<file path="src/rtl/core/dpsm_pkg.sv">
// ----------------------------------------------------------------------------
// dpsm_pkg
// Types, constants and decode helpers for the drive power state machine.
// ----------------------------------------------------------------------------
`default_nettype none

package dpsm_pkg;

    // axis count and index width
    localparam int NUM_AXES = 2;
    localparam int AXIS_W   = 1;

    // status word masks
    localparam logic [15:0] SW_STATE_MASK = 16'h006F;
    localparam logic [15:0] SW_VOLTAGE    = 16'h0010;
    localparam logic [15:0] SW_REMOTE     = 16'h0200;

    // control word value the host must send after a scram clear
    localparam logic [15:0] SHUTDOWN_CW = 16'd6;

    // item kinds
    typedef enum logic [1:0] {
        KIND_TICK  = 2'd0,
        KIND_ERROR = 2'd1,
        KIND_SCRAM = 2'd2
    } item_kind_t;

    // power states
    typedef enum logic [2:0] {
        ST_NOT_READY       = 3'd0,
        ST_SWITCH_DISABLED = 3'd1,
        ST_READY           = 3'd2,
        ST_SWITCHED_ON     = 3'd3,
        ST_OP_ENABLED      = 3'd4,
        ST_QUICK_STOP      = 3'd5,
        ST_FAULT_REACTION  = 3'd6,
        ST_FAULT           = 3'd7
    } axis_state_t;

    // per-axis flags
    typedef struct packed {
        logic config_allowed;
        logic function_enabled;
        logic high_power;
        logic brake_applied;
    } axis_flags_t;

    localparam axis_flags_t FLAGS_RESET  = '{config_allowed: 1'b1, function_enabled: 1'b0,
                                             high_power: 1'b0, brake_applied: 1'b1};
    localparam axis_flags_t FLAGS_IDLE   = '{config_allowed: 1'b1, function_enabled: 1'b0,
                                             high_power: 1'b1, brake_applied: 1'b1};
    localparam axis_flags_t FLAGS_ACTIVE = '{config_allowed: 1'b0, function_enabled: 1'b1,
                                             high_power: 1'b1, brake_applied: 1'b0};

    // input beat
    typedef struct packed {
        logic [1:0]        kind;
        logic [AXIS_W-1:0] axis;
        logic [15:0]       control_word;
        logic [15:0]       status_in;
        logic [15:0]       error_code;
    } in_item_t;

    // result beat
    typedef struct packed {
        logic [15:0] status_word;
        logic [2:0]  state_code;
        logic        brake_applied;
        logic        high_power;
        logic        function_enabled;
        logic        config_allowed;
        logic [15:0] stored_error;
        logic        alarm_clear;
        logic        log_request;
        logic        force_shutdown_cmd;
    } out_item_t;

    // status word state bits for each power state
    function automatic logic [15:0] state_bits(axis_state_t st);
        logic [15:0] bits;
        unique case (st)
            ST_NOT_READY:       bits = 16'h0000;
            ST_SWITCH_DISABLED: bits = 16'h0040;
            ST_READY:           bits = 16'h0021;
            ST_SWITCHED_ON:     bits = 16'h0023;
            ST_OP_ENABLED:      bits = 16'h0027;
            ST_QUICK_STOP:      bits = 16'h0007;
            ST_FAULT_REACTION:  bits = 16'h000F;
            ST_FAULT:           bits = 16'h0008;
            default:            bits = 16'h0000;
        endcase
        return bits;
    endfunction

    // masked control word compare
    function automatic logic cw_match(logic [15:0] cw, logic [15:0] mask, logic [15:0] val);
        return (cw & mask) == val;
    endfunction

endpackage

`default_nettype wire

</file>
<file path="src/rtl/core/drive_power_state_machine.sv">
// ----------------------------------------------------------------------------
// drive_power_state_machine
// Per-axis drive power state machine with fault handling and status word
// rebuild, one input beat gives one result beat.
// ----------------------------------------------------------------------------
//  channel   signals                          direction
//  item      item_valid, item_stall, item     in  (kind, axis, words, code)
//  result    result_valid, result_stall, result  out (status, state, flags)
//
//  one beat per cycle sustained unless result_stall holds; a beat passes the
//  input register, the single decode pass and then the result register.
//  axis state, stored error and flags update when a beat moves to the result
//  register, so the next beat for the same axis sees them at once.
//  reset: all axes not ready to switch on, no error, brake on, configurable.
//  result_stall holds the result register; item_stall rises only when both
//  registers are full and the result is stalled.
// ----------------------------------------------------------------------------
`default_nettype none

module drive_power_state_machine (
    input  wire                  clk,
    input  wire                  rst_n,
    input  wire                  item_valid,
    output logic                 item_stall,
    input  dpsm_pkg::in_item_t   item,
    output logic                 result_valid,
    input  wire                  result_stall,
    output dpsm_pkg::out_item_t  result
);

    localparam logic [dpsm_pkg::AXIS_W:0] AXIS_CNT = (dpsm_pkg::AXIS_W + 1)'(dpsm_pkg::NUM_AXES);

    // pipeline registers
    logic                 in_valid_reg;
    dpsm_pkg::in_item_t   in_item_reg;
    logic                 out_valid_reg;
    dpsm_pkg::out_item_t  out_item_reg;

    // per-axis state
    dpsm_pkg::axis_state_t axis_state_reg [dpsm_pkg::NUM_AXES];
    logic [15:0]           error_store_reg [dpsm_pkg::NUM_AXES];
    dpsm_pkg::axis_flags_t axis_flags_reg [dpsm_pkg::NUM_AXES];

    logic advance;
    logic in_range;
    logic [dpsm_pkg::AXIS_W-1:0] idx;

    dpsm_pkg::axis_state_t st;
    dpsm_pkg::axis_state_t state_next;
    logic [15:0]           error_next;
    dpsm_pkg::axis_flags_t flags_next;
    dpsm_pkg::out_item_t   result_next;

    // handshake
    assign advance      = !out_valid_reg || !result_stall;
    assign item_stall   = in_valid_reg && !advance;
    assign result_valid = out_valid_reg;
    assign result       = out_item_reg;

    assign idx      = in_item_reg.axis;
    assign in_range = {1'b0, in_item_reg.axis} < AXIS_CNT;
    assign st       = axis_state_reg[idx];

    // transition and result decode
    always_comb
    begin
        logic [15:0] cw;
        logic [15:0] sw;
        logic        shutdown;
        logic        qstop;
        logic        dvolt;
        logic        son;
        logic        enop;
        logic        clr;
        logic        logr;
        logic        shut;

        cw       = in_item_reg.control_word;
        sw       = in_item_reg.status_in;
        shutdown = dpsm_pkg::cw_match(cw, 16'h0087, 16'h0006);
        qstop    = dpsm_pkg::cw_match(cw, 16'h0086, 16'h0002);
        dvolt    = dpsm_pkg::cw_match(cw, 16'h0082, 16'h0000);
        son      = dpsm_pkg::cw_match(cw, 16'h008F, 16'h0007);
        enop     = dpsm_pkg::cw_match(cw, 16'h008F, 16'h000F);
        clr      = 1'b0;
        logr     = 1'b0;
        shut     = 1'b0;

        state_next = st;
        error_next = error_store_reg[idx];
        flags_next = axis_flags_reg[idx];

        unique case (in_item_reg.kind)
            dpsm_pkg::KIND_TICK:
            begin
                unique case (st)
                    dpsm_pkg::ST_NOT_READY:
                        state_next = dpsm_pkg::ST_SWITCH_DISABLED;
                    dpsm_pkg::ST_SWITCH_DISABLED:
                        if (shutdown) state_next = dpsm_pkg::ST_READY;
                    dpsm_pkg::ST_READY:
                        if (qstop || dvolt)    state_next = dpsm_pkg::ST_SWITCH_DISABLED;
                        else if (son || enop)  state_next = dpsm_pkg::ST_SWITCHED_ON;
                    dpsm_pkg::ST_SWITCHED_ON:
                        if (shutdown)            state_next = dpsm_pkg::ST_READY;
                        else if (qstop || dvolt) state_next = dpsm_pkg::ST_SWITCH_DISABLED;
                        else if (enop)           state_next = dpsm_pkg::ST_OP_ENABLED;
                    dpsm_pkg::ST_OP_ENABLED:
                        if (son)           state_next = dpsm_pkg::ST_SWITCHED_ON;
                        else if (qstop)    state_next = dpsm_pkg::ST_QUICK_STOP;
                        else if (shutdown) state_next = dpsm_pkg::ST_READY;
                        else if (dvolt)    state_next = dpsm_pkg::ST_SWITCH_DISABLED;
                    dpsm_pkg::ST_QUICK_STOP:
                        state_next = dpsm_pkg::ST_SWITCH_DISABLED;
                    dpsm_pkg::ST_FAULT_REACTION:
                        state_next = dpsm_pkg::ST_FAULT;
                    dpsm_pkg::ST_FAULT:
                        if (cw[7])
                        begin
                            state_next = dpsm_pkg::ST_READY;
                            error_next = 16'h0000;
                            clr        = 1'b1;
                        end
                    default:
                        state_next = st;
                endcase

                // flags follow the new state
                if (state_next == dpsm_pkg::ST_OP_ENABLED || state_next == dpsm_pkg::ST_QUICK_STOP
                    || state_next == dpsm_pkg::ST_FAULT_REACTION)
                    flags_next = dpsm_pkg::FLAGS_ACTIVE;
                else
                    flags_next = dpsm_pkg::FLAGS_IDLE;

                // status word shows the state held before the tick
                sw = (sw & ~(dpsm_pkg::SW_STATE_MASK | dpsm_pkg::SW_REMOTE))
                     | dpsm_pkg::state_bits(st);
                if (flags_next.high_power)
                    sw = sw | dpsm_pkg::SW_VOLTAGE;
                else
                    sw = sw & ~dpsm_pkg::SW_VOLTAGE;
                sw = sw | dpsm_pkg::SW_REMOTE;
            end
            dpsm_pkg::KIND_ERROR:
            begin
                if (st != dpsm_pkg::ST_FAULT_REACTION && st != dpsm_pkg::ST_FAULT
                    && error_store_reg[idx] != in_item_reg.error_code)
                begin
                    state_next = dpsm_pkg::ST_FAULT_REACTION;
                    error_next = in_item_reg.error_code;
                    logr       = 1'b1;
                end
            end
            dpsm_pkg::KIND_SCRAM:
            begin
                state_next = dpsm_pkg::ST_READY;
                error_next = 16'h0000;
                shut       = 1'b1;
            end
            default:
            begin
                state_next = st;
            end
        endcase

        // result fields
        result_next                    = '0;
        result_next.status_word        = in_item_reg.status_in;
        if (in_range)
        begin
            result_next.status_word        = sw;
            result_next.state_code         = state_next;
            result_next.brake_applied      = flags_next.brake_applied;
            result_next.high_power         = flags_next.high_power;
            result_next.function_enabled   = flags_next.function_enabled;
            result_next.config_allowed     = flags_next.config_allowed;
            result_next.stored_error       = error_next;
            result_next.alarm_clear        = clr;
            result_next.log_request        = logr;
            result_next.force_shutdown_cmd = shut;
        end
    end

    // input register
    always_ff @(posedge clk or negedge rst_n)
    begin
        if (!rst_n)
        begin
            in_valid_reg <= 1'b0;
        end
        else if (!item_stall)
        begin
            in_valid_reg <= item_valid;
        end
    end

    always_ff @(posedge clk)
    begin
        if (item_valid && !item_stall)
        begin
            in_item_reg <= item;
        end
    end

    // result register
    always_ff @(posedge clk or negedge rst_n)
    begin
        if (!rst_n)
        begin
            out_valid_reg <= 1'b0;
        end
        else if (advance)
        begin
            out_valid_reg <= in_valid_reg;
        end
    end

    always_ff @(posedge clk)
    begin
        if (advance && in_valid_reg)
        begin
            out_item_reg <= result_next;
        end
    end

    // per-axis state update
    always_ff @(posedge clk or negedge rst_n)
    begin
        if (!rst_n)
        begin
            for (int i = 0; i < dpsm_pkg::NUM_AXES; i++)
            begin
                axis_state_reg[i]  <= dpsm_pkg::ST_NOT_READY;
                error_store_reg[i] <= 16'h0000;
                axis_flags_reg[i]  <= dpsm_pkg::FLAGS_RESET;
            end
        end
        else if (advance && in_valid_reg && in_range)
        begin
            axis_state_reg[idx]  <= state_next;
            error_store_reg[idx] <= error_next;
            axis_flags_reg[idx]  <= flags_next;
        end
    end

endmodule

`default_nettype wire
</file>
<file path="config.mk">
export PLATFORM = sky130hd
export DESIGN_NAME = drive_power_state_machine
export DESIGN_NICKNAME = d
export VERILOG_FILES = /design/src/rtl/core/dpsm_pkg.sv /design/src/rtl/core/drive_power_state_machine.sv
export SDC_FILE = /design/constraint.sdc
export NUM_CORES = 1
export LEC_CHECK = 0
export BUFFER_PORTS_ARGS = -buffer_cell sky130_fd_sc_hd__buf_2
export CAP_MARGIN = 10
export CORE_MARGIN = 3
export CORE_UTILIZATION = 35
export DETAILED_ROUTE_END_ITERATION = 10
export GPL_TIMING_DRIVEN = 0
export HOLD_SLACK_MARGIN = 0.03
export PLACE_DENSITY = 0.6
export SLEW_MARGIN = 20
export SYNTH_ARGS = -nofsm -noshare
export SYNTH_HDL_FRONTEND = slang
export SYNTH_SLANG_ARGS = --single-unit
</file>
<file path="constraint.sdc">
create_clock -name clk -period 3.6 [get_ports clk]
set_input_delay 0.18 -clock clk [delete_from_list [all_inputs] [get_ports clk]]
set_output_delay 0.18 -clock clk [all_outputs]
set_load 0.03 [all_outputs]
</file>
==> summary.txt <==
Route
  • Total number of vias: 5,303
  • Post-Route WL: 17.4 mm
  • Via density: 5.40
  • Routed len/inst: 17.7 um
  • Detail Route Antenna Nets: 0
  • DRC violation count after routing: 0
  • Detailed Routing Iterations Pass 1: 5
  • DRT iter0 DRCs: slightly below 500

Clocking
  • CTS HTree Levels: 4
  • CTS max path bufs: 2
  • Clock sinks: 130
  • CTS clk-pin slew, worst paths: 60 ps
  • Clk_lat worst skew: roughly 420 ps
  • TritonCTS Buffers: 17
  • CTS root buf: clkbuf_16
  • TritonCTS clock tree: done
  • Post-CTS setup buffers: 0

Yosys
  • Syn_nets: 652
  • Predominant post-synthesis flop cell: edfxtp_1
  • Ys async rst share: 36.9%
  • Synth unique cells: 57
  • Synthesized cell area: 0.00640 mm^2
  • Number of synthesized flops with an enable pin: 82
  • Synth Register Bits: 130
  • Synth warnings: 0
  • Seq/Total Area, Yosys: 57.3%
  • Cell count after synthesis: 594
  • Syn Area/Cell: 10.8 um^2

Cells and area
  • Area growth syn-to-layout: 28.2%
  • Design Area, Final: between 0.008 and 0.009 mm^2
  • Share of post-route cells with drive strength above 1: 21.7%
  • Final net count: 802
  • Antenna cells: 0
  • Non-filler cells, final: 982
  • Fill cell count: ~1,600
  • Multi-input combinational cell area: 0.00251 mm^2
  • Max FFs per register: 42
  • Seq. cell area: 0.00367 mm^2

Global routing
  • Initial antenna violation count: 0
  • Largest net degree at the start of global routing: 49
  • Global Route Usage Sum: around 18%
  • First-pass GRT wire length: approximately 28 mm
  • GR Overflow Total: 0
  • Vias in the first global route: roughly 5,200

Worst setup path
  • Crit path capture type: flip-flop
  • Startpoint Class: flip-flop
  • R2r setup slk: 200 ps
  • Worst Path Required: 3760 ps
  • WS Path Type: reg2reg
  • CP arrival: approximately 3600 ps
  • Largest fanout on the critical path: 10

Timing
  • Slew Viols, Final: 0
  • Worst Tran Pin Value: 778 ps
  • Fin. Hold Viols: 0
  • Worst setup margin: 203 ps
  • Slew HR: about 47%
  • Hold slack: approximately 56 ps
  • Tmin final: roughly 3400 ps
  • RSZ-0062 raised after global routing: false
  • Tcrit/Tclk final: approximately 94%
  • Max Freq: ~300 MHz
  • Final setup viols: 0
  • Setup Skew: 6.33 ps

Place
  • Pre-CTS setup slack: -371 ps
  • Placer Congestion: 0.918
  • DP HPWL: around 12 mm
  • DP Area: 0.00717 mm^2
  • Post-Place Cells: 908
  • PortBufs: 87

Pwr
  • Power per cell area: 597 mW/mm^2
  • Leakage power: 0.00319 uW
  • Overall power: between 4000 and 5000 uW
  • Worst vdd ir: 0.334 mV

Run
  • MaxCap Viol Count: 0

Die
  • Initial Utilization: 36.4%
  • Die height: 141 um
  • Die width: 141 um
  • Io pins: 99
  • Core Rows: 48
  • Core Area: 0.0176 mm^2
  • Die area: 0.0199 mm^2

Outcome
  • Status: completed

Hold path
  • Min-Delay Path Class: in2reg
## layout by cell type (no fill, tap or decap), types with 5 or more instances in the layout
master	n
a221o_1	16
nand4_1	5
clkbuf_16	17
o211ai_1	37
buf_2	93
nand2_1	95
dlygate4sd3_1	42
nand2b_1	9
o21ai_0	52
edfxtp_1	82
nor2_1	80
xor2_1	16
a21oi_1	6
mux2i_2	10
clkbuf_1	28
inv_1	8
mux2i_1	9
dfrtp_1	44
## layout make-up
| cell class | instances | share of cell area, % |
|---|---|---|
| Clock buffer | 18 | 5.23 |
| Inverter | 8 | 0.366 |
| Multi-Input combinational cell | 414 | 30.6 |
| Tap cell | 225 | 3.43 |
| Clock inverter | 14 | 2.00 |
| Sequential cell | 130 | 44.7 |
| Timing Repair Buffer | 131 | 11.0 |
| Buffer | 42 | 2.64 |
## repair_timing
| item | 4_1_cts | 5_1_grt |
|---|---|---|
| endpoints found under the setup margin | 35 | 39 |
| hold buffers | 42 | 0 |
| gates cloned | 0 | 0 |
| gates resized for setup | 2 | 8 |
| hold endpoints to repair | 85 | 0 |
## kinds of logic (layout without fill, tap and decap cells)
| kind of cell | Yosys count | count (layout) | share of synthesized area [%] |
|---|---|---|---|
| compound gates | 153 | 153 | 16.8 |
| xor+xnor | 18 | 18 | 2.46 |
| fa+ha+maj | 3 | 3 | 0.587 |
| buf+inv | 50 | 213 | 3.79 |
| flops | 130 | 130 | 57.3 |
| mux | 22 | 22 | 4.09 |
| simple gates | 218 | 218 | 15.0 |
## path summary, 6_finish.rpt
path                            startpoint                 end  cells after the start
max in group asynchronous            rst_n   axis_state_reg[4]                      2
min reg2reg                in_item_reg[29]          result[39]                      0
min                           result_stall        result_valid                      3
min in group asynchronous            rst_n  error_store_reg[8]                      2
max reg2reg                            idx           result[6]                     13
max                                    idx           result[6]                     13
## stage by stage
step                      TNS [ps]  utilization, %
after global placement      -11460            40.4
after floorplan                  0               -
final                            0            46.6
after CTS                        0            46.5
after global routing             0            46.6
after detailed placement     -9640            40.7
## layer usage
metal / part of all wire (%) / track usage, % / vias up
met3: 6.8 / 4.38 / 38
met4: 2.6 / 6.63 / 0
met5: 0 / 0 / -
met2: 45 / 27.3 / 233
li1: - / - / 2463
met1: 45 / 25.0 / 2569
## synthesized netlist by cell type, types with 5 or more instances
master,instances,share of area [%]
nand2_1,95,5.6
edfxtp_1,82,38
nor2_1,80,4.7
o21ai_0,52,4.1
dfrtp_1,44,17
o211ai_1,37,4.3
clkbuf_1,30,1.8
a221o_1,16,2.5
xor2_1,16,2.2
mux2i_2,10,2.2
mux2i_1,9,1.4
nand2b_1,9,0.88
a21oi_1,8,0.63
inv_1,8,0.47
buf_2,7,0.55
nand4_1,5,0.49
## power breakdown
| part | switching (uW) | total [uW] | internal (uW) | leakage [uW] |
|---|---|---|---|---|
| combinational | 754 | 1170 | 421 | 0.00152 |
| clock | 656 | 1740 | 1080 | 0.000277 |
| sequential | 134 | 1990 | 1850 | 0.00140 |
| total | 1540 | 4900 | 3360 | 0.00319 |
## critical path, stage by stage (launching register included)
cell and delay (ps):
edfxtp_1 370, buf_6 150, buf_6 150, buf_2 180, and3b_1 220, a31oi_1 100
inv_1 140, ha_1 210, clkbuf_2 250, a21oi_1 130, a21oi_4 340, clkbuf_1 490
nor2_1 80, a221o_1 310
Note: power is estimated with default switching activity, not from simulation.
